$ cat src/rtl/core/packet_rule_filter_assert.svh
// Assertion macros used by the top RTL file of the packet rule filter.
`ifndef PACKET_RULE_FILTER_ASSERT_SVH
`define PACKET_RULE_FILTER_ASSERT_SVH

// Same-cycle implication: when ante holds, cons must hold on the same edge.
`define PRF_ASSERT_NOW(name, clk, rst, ante, cons, msg) \
   name: assert property (@(posedge clk) disable iff (rst) (ante) |-> (cons)) \
      else $error(msg);

// Next-cycle implication: when ante holds, cons must hold on the following edge.
`define PRF_ASSERT_NEXT(name, clk, rst, ante, cons, msg) \
   name: assert property (@(posedge clk) disable iff (rst) (ante) |=> (cons)) \
      else $error(msg);

`endif

$ cat src/rtl/core/prf_pkg.sv
package prf_pkg;

   localparam int OffsetBits  = 11;
   localparam int PatternMax  = 8;
   localparam int PayEndBits  = 17;
   localparam int CfgAddrBits = 6;
   localparam int CfgDataBits = 64;

   localparam logic [7:0]  EthHdrLen = 8'd14;
   localparam logic [11:0] VlanMask  = 12'h0FFF;
   localparam logic [7:0]  ProtoTcp  = 8'd6;
   localparam logic [7:0]  ProtoUdp  = 8'd17;
   localparam logic [7:0]  ProtoIcmp = 8'd1;

   typedef enum logic [2:0] {
      REG_PROTOCOL_SELECT = 3'd0,
      REG_VLAN_MATCH      = 3'd1,
      REG_REQUIRED_FLAGS  = 3'd2,
      REG_PATTERN_BYTES   = 3'd3,
      REG_PATTERN_LENGTH  = 3'd4,
      REG_INVERT_MATCH    = 3'd5,
      REG_WINDOW_START    = 3'd6,
      REG_WINDOW_END      = 3'd7
   } reg_index_type;

   typedef enum logic [1:0] {
      SEL_ANY  = 2'd0,
      SEL_TCP  = 2'd1,
      SEL_UDP  = 2'd2,
      SEL_ICMP = 2'd3
   } proto_sel_type;

   typedef struct packed {
      logic [1:0]  protocol_select;
      logic [11:0] vlan_match;
      logic [5:0]  required_flags;
      logic [63:0] pattern_bytes;
      logic [3:0]  pattern_length;
      logic        invert_match;
      logic [10:0] window_start;
      logic [10:0] window_end;
   } cfg_type;

   typedef struct packed {
      logic [7:0]  data_byte;
      logic        last_byte;
      logic [10:0] minute_of_day;
   } item_type;

   typedef struct packed {
      logic forward;
      logic in_window;
      logic rule_match;
   } result_type;

endpackage

$ cat src/rtl/core/packet_rule_filter.sv
// Channel   Direction  Transfer                      Payload
// req_      in         one frame byte                tdata, tlast = last_byte
// rsp_      out        one verdict per frame         tdata
// csr_      in/out     one register write or read    pwdata, prdata
//
// A byte is taken into the input register and parsed there; if it ends the frame,
// its verdict is loaded into the result register, which raises rsp_tvalid, as soon
// as that register is free or rsp_tready is high. One byte is accepted every cycle
// while no last byte is held back.
// Reset clears all frame state, the configuration registers and both valid flags.
// Only a last byte waits when the result register is full and rsp_tready is low.
`include "packet_rule_filter_assert.svh"

module packet_rule_filter (
   input  logic                              clock,
   input  logic                              reset,
   // Input stream.
   input  logic                              req_tvalid,
   output logic                              req_tready,
   input  logic [23:0]                       req_tdata,  // data_byte[7:0], minute_of_day[18:8]
   input  logic                              req_tlast,
   // Result stream.
   output logic                              rsp_tvalid,
   input  logic                              rsp_tready,
   output logic [7:0]                        rsp_tdata,  // forward[0], in_window[1], rule_match[2]
   // Register port.
   input  logic                              csr_psel,
   input  logic                              csr_penable,
   input  logic                              csr_pwrite,
   input  logic [prf_pkg::CfgAddrBits-1:0]   csr_paddr,
   input  logic [prf_pkg::CfgDataBits-1:0]   csr_pwdata,
   output logic [prf_pkg::CfgDataBits-1:0]   csr_prdata,
   output logic                              csr_pready
);

   prf_pkg::cfg_type    cfg;
   prf_pkg::item_type   in_item_ff, in_item_in;
   logic                in_valid_ff, in_valid_in;
   prf_pkg::result_type out_result_ff, out_result_in;
   logic                out_valid_ff, out_valid_in;
   prf_pkg::result_type result;
   logic                advance;
   logic                req_xfer;

   assign csr_pready = 1'b1;

   prf_csr u_csr (
      .clock       (clock),
      .reset       (reset),
      .csr_psel    (csr_psel),
      .csr_penable (csr_penable),
      .csr_pwrite  (csr_pwrite),
      .csr_paddr   (csr_paddr),
      .csr_pwdata  (csr_pwdata),
      .csr_prdata  (csr_prdata),
      .cfg         (cfg)
   );

   // The held byte moves on unless it ends a frame and the verdict cannot be stored.
   assign advance    = in_valid_ff && (!in_item_ff.last_byte || !out_valid_ff || rsp_tready);
   assign req_tready = !in_valid_ff || advance;
   assign req_xfer   = req_tvalid && req_tready;

   prf_parse u_parse (
      .clock  (clock),
      .reset  (reset),
      .step   (advance),
      .item   (in_item_ff),
      .cfg    (cfg),
      .result (result)
   );

   always_comb begin
      in_valid_in = in_valid_ff;
      in_item_in  = in_item_ff;
      if (req_xfer) begin
         in_valid_in              = 1'b1;
         in_item_in.data_byte     = req_tdata[7:0];
         in_item_in.last_byte     = req_tlast;
         in_item_in.minute_of_day = req_tdata[18:8];
      end else if (advance) begin
         in_valid_in = 1'b0;
      end

      out_valid_in  = out_valid_ff;
      out_result_in = out_result_ff;
      if (advance && in_item_ff.last_byte) begin
         out_valid_in  = 1'b1;
         out_result_in = result;
      end else if (rsp_tready) begin
         out_valid_in = 1'b0;
      end
   end

   always_ff @(posedge clock) begin
      if (reset) begin
         in_valid_ff  <= 1'b0;
         out_valid_ff <= 1'b0;
      end else begin
         in_valid_ff  <= in_valid_in;
         out_valid_ff <= out_valid_in;
      end
      in_item_ff    <= in_item_in;
      out_result_ff <= out_result_in;
   end

   assign rsp_tvalid = out_valid_ff;
   assign rsp_tdata  = {5'b00000, out_result_ff.rule_match, out_result_ff.in_window,
                        out_result_ff.forward};

   // A forwarded frame must both match and lie inside the time window.
   `PRF_ASSERT_NOW(a_forward_consistent, clock, reset,
      out_valid_ff && out_result_ff.forward,
      out_result_ff.in_window && out_result_ff.rule_match,
      "forward set without match and window")

   // An accepted byte is always held in the input register next cycle.
   `PRF_ASSERT_NEXT(a_accept_held, clock, reset, req_xfer, in_valid_ff,
      "accepted byte lost")

   // The input register only stalls behind a blocked verdict.
   `PRF_ASSERT_NOW(a_stall_cause, clock, reset, in_valid_ff && !advance,
      in_item_ff.last_byte && out_valid_ff && !rsp_tready,
      "input stalled without output backpressure")

endmodule

$ cat src/rtl/core/prf_csr.sv
module prf_csr (
   input  logic                               clock,
   input  logic                               reset,
   input  logic                               csr_psel,
   input  logic                               csr_penable,
   input  logic                               csr_pwrite,
   input  logic [prf_pkg::CfgAddrBits-1:0]    csr_paddr,
   input  logic [prf_pkg::CfgDataBits-1:0]    csr_pwdata,
   output logic [prf_pkg::CfgDataBits-1:0]    csr_prdata,
   output prf_pkg::cfg_type                   cfg
);

   prf_pkg::cfg_type       cfg_ff, cfg_in;
   prf_pkg::reg_index_type index;
   logic                   write_en;

   assign index    = prf_pkg::reg_index_type'(csr_paddr[prf_pkg::CfgAddrBits-1:3]);
   assign write_en = csr_psel && csr_penable && csr_pwrite;

   always_comb begin
      cfg_in = cfg_ff;
      if (write_en) begin
         case (index)
            prf_pkg::REG_PROTOCOL_SELECT: cfg_in.protocol_select = csr_pwdata[1:0];
            prf_pkg::REG_VLAN_MATCH:      cfg_in.vlan_match      = csr_pwdata[11:0];
            prf_pkg::REG_REQUIRED_FLAGS:  cfg_in.required_flags  = csr_pwdata[5:0];
            prf_pkg::REG_PATTERN_BYTES:   cfg_in.pattern_bytes   = csr_pwdata[63:0];
            prf_pkg::REG_PATTERN_LENGTH:  cfg_in.pattern_length  = csr_pwdata[3:0];
            prf_pkg::REG_INVERT_MATCH:    cfg_in.invert_match    = csr_pwdata[0];
            prf_pkg::REG_WINDOW_START:    cfg_in.window_start    = csr_pwdata[10:0];
            prf_pkg::REG_WINDOW_END:      cfg_in.window_end      = csr_pwdata[10:0];
            default:                      cfg_in = cfg_ff;
         endcase
      end
   end

   always_comb begin
      case (index)
         prf_pkg::REG_PROTOCOL_SELECT: csr_prdata = 64'(cfg_ff.protocol_select);
         prf_pkg::REG_VLAN_MATCH:      csr_prdata = 64'(cfg_ff.vlan_match);
         prf_pkg::REG_REQUIRED_FLAGS:  csr_prdata = 64'(cfg_ff.required_flags);
         prf_pkg::REG_PATTERN_BYTES:   csr_prdata = cfg_ff.pattern_bytes;
         prf_pkg::REG_PATTERN_LENGTH:  csr_prdata = 64'(cfg_ff.pattern_length);
         prf_pkg::REG_INVERT_MATCH:    csr_prdata = 64'(cfg_ff.invert_match);
         prf_pkg::REG_WINDOW_START:    csr_prdata = 64'(cfg_ff.window_start);
         prf_pkg::REG_WINDOW_END:      csr_prdata = 64'(cfg_ff.window_end);
         default:                      csr_prdata = '0;
      endcase
   end

   always_ff @(posedge clock) begin
      if (reset) begin
         cfg_ff <= '0;
      end else begin
         cfg_ff <= cfg_in;
      end
   end

   assign cfg = cfg_ff;

endmodule

$ cat src/rtl/core/prf_parse.sv
module prf_parse (
   input  logic                 clock,
   input  logic                 reset,
   input  logic                 step,
   input  prf_pkg::item_type    item,
   input  prf_pkg::cfg_type     cfg,
   output prf_pkg::result_type  result
);

   localparam int OB = prf_pkg::OffsetBits;
   localparam int PB = prf_pkg::PayEndBits;

   logic [OB-1:0] offset_ff,  offset_in;
   logic [3:0]    ihl_ff,     ihl_in;
   logic [15:0]   total_ff,   total_in;
   logic [7:0]    proto_ff,   proto_in;
   logic [15:0]   tag_ff,     tag_in;
   logic [3:0]    thw_ff,     thw_in;
   logic [5:0]    flags_ff,   flags_in;
   logic [63:0]   recent_ff,  recent_in;
   logic [OB-1:0] seen_ff,    seen_in;
   logic          found_ff,   found_in;

   logic [7:0]    b;
   logic [OB-1:0] tcp_start;
   logic [OB-1:0] pay_start;
   logic [PB-1:0] pay_end;
   logic          in_payload;
   logic [3:0]    len;
   logic          hit;
   logic [2:0]    pat_idx;
   logic          match;
   logic          proto_ok;

   always_comb begin
      b        = item.data_byte;
      ihl_in   = ihl_ff;
      tag_in   = tag_ff;
      total_in = total_ff;
      proto_in = proto_ff;

      if (offset_ff == OB'(prf_pkg::EthHdrLen)) begin
         ihl_in = b[3:0];
         tag_in = {b, tag_ff[7:0]};
      end else if (offset_ff == OB'(prf_pkg::EthHdrLen) + OB'(1)) begin
         tag_in = {tag_ff[15:8], b};
      end else if (offset_ff == OB'(prf_pkg::EthHdrLen) + OB'(2)) begin
         total_in = {b, total_ff[7:0]};
      end else if (offset_ff == OB'(prf_pkg::EthHdrLen) + OB'(3)) begin
         total_in = {total_ff[15:8], b};
      end else if (offset_ff == OB'(prf_pkg::EthHdrLen) + OB'(9)) begin
         proto_in = b;
      end

      tcp_start = OB'(prf_pkg::EthHdrLen) + OB'({ihl_in, 2'b00});
      thw_in    = (offset_ff == tcp_start + OB'(12)) ? b[7:4] : thw_ff;
      flags_in  = (offset_ff == tcp_start + OB'(13)) ? b[5:0] : flags_ff;
      recent_in = {recent_ff[55:0], b};

      pay_start  = tcp_start + OB'({thw_in, 2'b00});
      pay_end    = PB'(prf_pkg::EthHdrLen) + PB'(total_in);
      in_payload = (offset_ff > tcp_start + OB'(12)) && (offset_ff >= pay_start)
                   && (PB'(offset_ff) < pay_end);

      seen_in = seen_ff;
      if (in_payload && (seen_ff != '1)) begin
         seen_in = seen_ff + OB'(1);
      end

      len = (cfg.pattern_length > 4'(prf_pkg::PatternMax)) ?
            4'(prf_pkg::PatternMax) : cfg.pattern_length;

      // Byte k back from the newest must equal pattern byte len-1-k.
      hit = 1'b1;
      for (int k = 0; k < prf_pkg::PatternMax; k++) begin
         pat_idx = 3'(len - 4'(k) - 4'd1);
         if ((4'(k) < len) &&
             (recent_in[8*k +: 8] != cfg.pattern_bytes[{3'd7 - pat_idx, 3'b000} +: 8])) begin
            hit = 1'b0;
         end
      end

      found_in = found_ff | (in_payload && (len != 4'd0) && (seen_in >= OB'(len)) && hit);

      offset_in = (offset_ff != '1) ? offset_ff + OB'(1) : offset_ff;

      case (prf_pkg::proto_sel_type'(cfg.protocol_select))
         prf_pkg::SEL_ANY:  proto_ok = 1'b1;
         prf_pkg::SEL_TCP:  proto_ok = (proto_in == prf_pkg::ProtoTcp);
         prf_pkg::SEL_UDP:  proto_ok = (proto_in == prf_pkg::ProtoUdp);
         prf_pkg::SEL_ICMP: proto_ok = (proto_in == prf_pkg::ProtoIcmp);
         default:           proto_ok = 1'b1;
      endcase

      match = proto_ok
              && ((cfg.vlan_match == 12'd0) ||
                  ((tag_in[11:0] & prf_pkg::VlanMask) == cfg.vlan_match))
              && ((flags_in & cfg.required_flags) == cfg.required_flags)
              && ((len == 4'd0) || found_in);

      result.rule_match = match ^ cfg.invert_match;
      if (cfg.window_start < cfg.window_end) begin
         result.in_window = (item.minute_of_day >= cfg.window_start) &&
                            (item.minute_of_day <= cfg.window_end);
      end else begin
         result.in_window = (item.minute_of_day >= cfg.window_start) ||
                            (item.minute_of_day <= cfg.window_end);
      end
      result.forward = result.rule_match && result.in_window;
   end

   always_ff @(posedge clock) begin
      if (reset || (step && item.last_byte)) begin
         offset_ff <= '0;
         ihl_ff    <= '0;
         total_ff  <= '0;
         proto_ff  <= '0;
         tag_ff    <= '0;
         thw_ff    <= '0;
         flags_ff  <= '0;
         recent_ff <= '0;
         seen_ff   <= '0;
         found_ff  <= 1'b0;
      end else if (step) begin
         offset_ff <= offset_in;
         ihl_ff    <= ihl_in;
         total_ff  <= total_in;
         proto_ff  <= proto_in;
         tag_ff    <= tag_in;
         thw_ff    <= thw_in;
         flags_ff  <= flags_in;
         recent_ff <= recent_in;
         seen_ff   <= seen_in;
         found_ff  <= found_in;
      end
   end

endmodule

$ cat config.mk
export PLATFORM = sky130hd
export DESIGN_NAME = packet_rule_filter
export DESIGN_NICKNAME = d
export VERILOG_FILES = /design/src/rtl/core/prf_pkg.sv /design/src/rtl/core/packet_rule_filter.sv /design/src/rtl/core/prf_csr.sv /design/src/rtl/core/prf_parse.sv
export VERILOG_INCLUDE_DIRS = /design/src /design/src/rtl/core
export SDC_FILE = /design/constraint.sdc
export NUM_CORES = 1
export LEC_CHECK = 0
export BUFFER_PORTS_ARGS = -buffer_cell sky130_fd_sc_hd__buf_2
export CAP_MARGIN = 10
export CORE_MARGIN = 4
export CORE_UTILIZATION = 55
export CTS_CLUSTER_DIAMETER = 120
export DETAILED_ROUTE_END_ITERATION = 6
export GPL_ROUTABILITY_DRIVEN = 0
export PLACE_DENSITY = 0.81
export SLEW_MARGIN = 0
export SYNTH_ARGS = -nofsm -noshare
export SYNTH_HDL_FRONTEND = slang
export SYNTH_HIERARCHICAL = 1
export SYNTH_SLANG_ARGS = --single-unit
$ cat constraint.sdc
create_clock -name clock -period 8.8 [get_ports clock]
set_clock_uncertainty 0.05 [all_clocks]
set_input_delay 1.32 -clock clock [delete_from_list [all_inputs] [get_ports clock]]
set_output_delay 1.32 -clock clock [all_outputs]
set_load 0.005 [all_outputs]
==> flow_results.xml <==
<?xml version="1.0" encoding="UTF-8"?>
<metrics>
  <group name="placed_design">
    <metric name="detailedPlacementHpwl" unit="um">38940</metric>
    <metric name="io_buffers" unit="">162</metric>
    <metric name="placed_cells" unit="">2609</metric>
  </group>
  <group name="floorplan">
    <metric name="pin_count" unit="">177</metric>
    <metric name="die_w" unit="um">189.6</metric>
    <metric name="fp.dieH" unit="um">189.6</metric>
    <metric name="initial_core_utilization" unit="%">55.73</metric>
    <metric name="design.die.area" unit="um2">35930</metric>
    <metric name="placement_rows" unit="">66</metric>
    <metric name="core_area" unit="um2">32540</metric>
  </group>
  <group name="synthesis">
    <metric name="synth_flop_cell" unit="">dfxtp_1</metric>
    <metric name="netlist_instances" unit="">2120</metric>
    <metric name="yosysSeqAreaShare" unit="%">30.53</metric>
    <metric name="yosys_register_bits" unit="">265</metric>
    <metric name="synth_enable_flop_cells" unit="">23</metric>
    <metric name="synth_top_cell_by_area" unit="">dfxtp_1</metric>
    <metric name="synth_top_cells_by_area" unit="">dfxtp_1 (27%), mux2i_1 (12%), mux4_2 (6.5%), nand2_1 (5.9%), ha_1 (5.1%)</metric>
    <metric name="synthesis.area_per_instance" unit="um2">8.552</metric>
    <metric name="synth_largest_type_area_fraction" unit="%">26.72</metric>
    <metric name="synth.distinct_cells" unit="">89</metric>
    <metric name="synth.cell_area" unit="um2">18130</metric>
    <metric name="share_of_async_settable_or_async_resettable_flops_after_synthesis" unit="%">0</metric>
    <metric name="yosys_warnings" unit="">6</metric>
  </group>
  <group name="finish">
    <metric name="layout_commonest_cell" unit="">nand2_1</metric>
    <metric name="num-nets-final" unit="">2375</metric>
    <metric name="growth_of_design_area_from_synthesis_to_finish" unit="%">11.43</metric>
    <metric name="final_core_util" unit="%">62.09</metric>
    <metric name="insertedDiodeCount" unit="">0</metric>
    <metric name="post_layout_nonfiller_instances" unit="">2662</metric>
    <metric name="drive_above_1_share" unit="%">15.68</metric>
    <metric name="layout_common_cells" unit="">nand2_1 (284), dfxtp_1 (241), mux2i_1 (212)</metric>
  </group>
  <group name="worst_setup_path">
    <metric name="crit_top_cell" unit="">ha_1</metric>
    <metric name="r2r-start" unit="">u_parse/offset_ff[0]$_SDFFE_PP0P_</metric>
    <metric name="worst-endpoint-arrival" unit="ps">8790</metric>
    <metric name="slowest_stage" unit="">dfxtp_1</metric>
    <metric name="end_kind" unit="">flip-flop</metric>
    <metric name="worst_setup_path_startpoint" unit="">u_parse/offset_ff[0]$_SDFFE_PP0P_</metric>
    <metric name="cp_slowest_stage_delay" unit="ps">430</metric>
    <metric name="timing_worst_setup_path_type" unit="">flip-flop to flip-flop</metric>
    <metric name="peak_fanout_along_the_critical_path" unit="">7</metric>
    <metric name="timing.critical_path.required" unit="ps">9170</metric>
    <metric name="cp-start-kind" unit="">flip-flop</metric>
  </group>
  <group name="routing">
    <metric name="dr_total_vias" unit="">17060</metric>
    <metric name="detail_route.vias_per_cell" unit="">6.407</metric>
    <metric name="drt-wirelength-per-cell" unit="um">20.72</metric>
    <metric name="drt_first_pass_iters" unit="">6</metric>
    <metric name="postRouteWirelength" unit="um">55160</metric>
    <metric name="detailedRoute.firstIterationViolations" unit="">2329</metric>
    <metric name="remaining_drc_errors" unit="">0</metric>
    <metric name="ant_nets" unit="">0</metric>
  </group>
  <group name="global_route">
    <metric name="gr-usage-all-layers" unit="%">29.35</metric>
    <metric name="met2_usage" unit="%">46.75</metric>
    <metric name="maximum_number_of_pins_on_one_net_before_global_route_repair" unit="">103</metric>
    <metric name="globalRouteMet3Util" unit="%">7.083</metric>
    <metric name="grt_use_met1" unit="%">38.08</metric>
    <metric name="first_global_vias" unit="">16390</metric>
    <metric name="grt_antenna_before_repair" unit="">0</metric>
    <metric name="globalRoute.totalOverflow" unit="">0</metric>
    <metric name="grt_pass1_wl" unit="um">86880</metric>
    <metric name="gr-max-usage-layer" unit="">met2</metric>
  </group>
  <group name="timing">
    <metric name="final-hold-violation-count" unit="">0</metric>
    <metric name="timing.fmax" unit="MHz">118.8</metric>
    <metric name="slew_headroom" unit="%">7.810</metric>
    <metric name="fin_crit" unit="ps">8418</metric>
    <metric name="setup_viol_count_final" unit="">0</metric>
    <metric name="timing_worst_slew_pin_value" unit="ps">1380</metric>
    <metric name="finalMaxSlewViolations" unit="">0</metric>
    <metric name="layout_worst_path_cycle_share" unit="%">95.66</metric>
    <metric name="final.hold.worst_slack" unit="ps">406.4</metric>
  </group>
  <group name="flow_run">
    <metric name="cap_viol_max_count" unit="">0</metric>
  </group>
  <group name="clock_network">
    <metric name="clk_path_buf_depth" unit="">3</metric>
    <metric name="post_cts_hold_buffer_count" unit="">0</metric>
    <metric name="clock_sinks" unit="">265</metric>
    <metric name="number_of_clock_buffers_inserted_by_tritoncts" unit="">28</metric>
    <metric name="clock_tree.htree_level_count" unit="">1</metric>
    <metric name="cts_tree" unit="">yes</metric>
    <metric name="path_clk_slew" unit="ps">60</metric>
    <metric name="clock_latency" unit="ps">560</metric>
    <metric name="clk_root_buffer_cell" unit="">clkbuf_16</metric>
  </group>
  <group name="power">
    <metric name="leakagePower" unit="nW">7.803</metric>
    <metric name="power_density" unit="nW/um2">135.8</metric>
    <metric name="vdd.ir_drop.worst" unit="uV">175.2</metric>
  </group>
  <group name="hold_path">
    <metric name="worstHoldStart" unit="">u_parse/tag_ff[2]$_SDFFE_PP0P_</metric>
    <metric name="hold_path.class" unit="">flip-flop to flip-flop</metric>
  </group>
  <group name="status">
    <metric name="run_status" unit="">complete, no violations</metric>
  </group>
</metrics>
cells by family (layout without fill, tap and decap cells):
group,Yosys count,in the layout,share of synthesized area [%]
and+or+nand+nor,714,714,18.53
AOI/OAI and AO/OA,419,419,14.42
muxes,283,283,19.38
DFF,265,265,30.53
buffers and inverters,221,317,5.093
xor gates and xnor gates,138,138,6.666
adders and majority gates,77,77,5.327
other,3,7,0.06210
cell usage after synthesis, drive strengths merged, types with 5 or more instances:
cell     count
o21a         6
a211oi      17
nor4        19
o221ai       9
a21o        14
or2          7
nand4       21
xnor2       81
and2        57
o22a         5
ha          74
o21ai       71
o22ai       18
a22o         5
a2111oi     10
o211ai       9
edfxtp      23
nor3b        5
nand3b       7
and3        15
nand2b      17
mux4        52
nand4b       6
nor2       180
a221oi       9
buf         53
nand3       36
o41ai        5
nor2b        8
nor3        30
xor2        57
nand2      286
mux2i      217
dfxtp      242
mux2        14
or3          9
inv         65
clkbuf     102
a31oi       12
a22oi       11
a21oi      177
final timing paths:
path | slack (ps) | depth (start not counted) | to
hold / removal | 410 | 2 | u_parse/tag_ff[2]$_SDFFE_PP0P_
setup / recovery | 380 | 39 | rsp_tdata[0]$_DFFE_PP_
hold reg to reg | 410 | 2 | u_parse/tag_ff[2]$_SDFFE_PP0P_
setup reg to reg | 380 | 39 | rsp_tdata[0]$_DFFE_PP_
routing by layer:
layer,routed length [um],vias to the layer above
met5,0,-
met4,2744,0
met3,6437,255
met2,24830,1067
met1,21140,8036
li1,-,7697
stage by stage:
stage / setup WS (ps) / area [um2] / TNS (ps) / total power, mW
final: 381.8 / 20200 / 0 / 2.743
after global routing: -62.83 / 20200 / -62.83 / 2.828
after CTS: 169.2 / 20130 / 0 / 2.747
after detailed placement: 210.6 / 19140 / 0 / 1.508
after global placement: 531.0 / 19140 / 0 / 1.500
after floorplan: 547.1 / 18150 / 0 / 1.430
report_power, final:
| part | switching, mW | total, mW | internal [mW] |
|---|---|---|---|
| clock | 0.496 | 1.25 | 0.755 |
| combinational | 0.148 | 0.238 | 0.0897 |
| sequential | 0.0221 | 1.25 | 1.23 |
| total | 0.666 | 2.74 | 2.08 |
final cells by class:
type	instances	area, um2
Clock buffer	43	849.6
Timing Repair Buffer	199	1091
Tap cell	442	553.0
Multi-Input combinational cell	1638	11790
Inverter	66	247.7
Fill cell	2665	12330
Sequential cell	265	5537
Clock inverter	9	140.1
worst max-delay path, delay by kind of cell (launching register included):
| kind | cells | cell delay [ps] |
|---|---|---|
| xor gates and xnor gates | 2 | 330 |
| muxes | 3 | 850 |
| and+or+nand+nor | 10 | 1800 |
| buffers and inverters | 6 | 710 |
| AOI/OAI and AO/OA | 10 | 1800 |
| DFF | 1 | 430 |
| adders and majority gates | 8 | 2320 |
timing repair:
item	CTS	global route
gates resized for setup	0	12
endpoints found under the setup margin	0	3
setup buffers	0	1
state kept, by name, summed over array words and instances (netlist names), 3 cells and up:
signal             count
u_parse/total_ff      16
u_parse/proto_ff       8
u_parse/ihl_ff         4
u_csr/cfg            111
u_parse/offset_ff     11
u_parse/recent_ff     56
u_parse/tag_ff        12
in_item_ff            20
u_parse/flags_ff       6
rsp_tdata              3
u_parse/seen_ff       11
u_parse/thw_ff         4
Note: power is estimated with default switching activity, not from simulation.
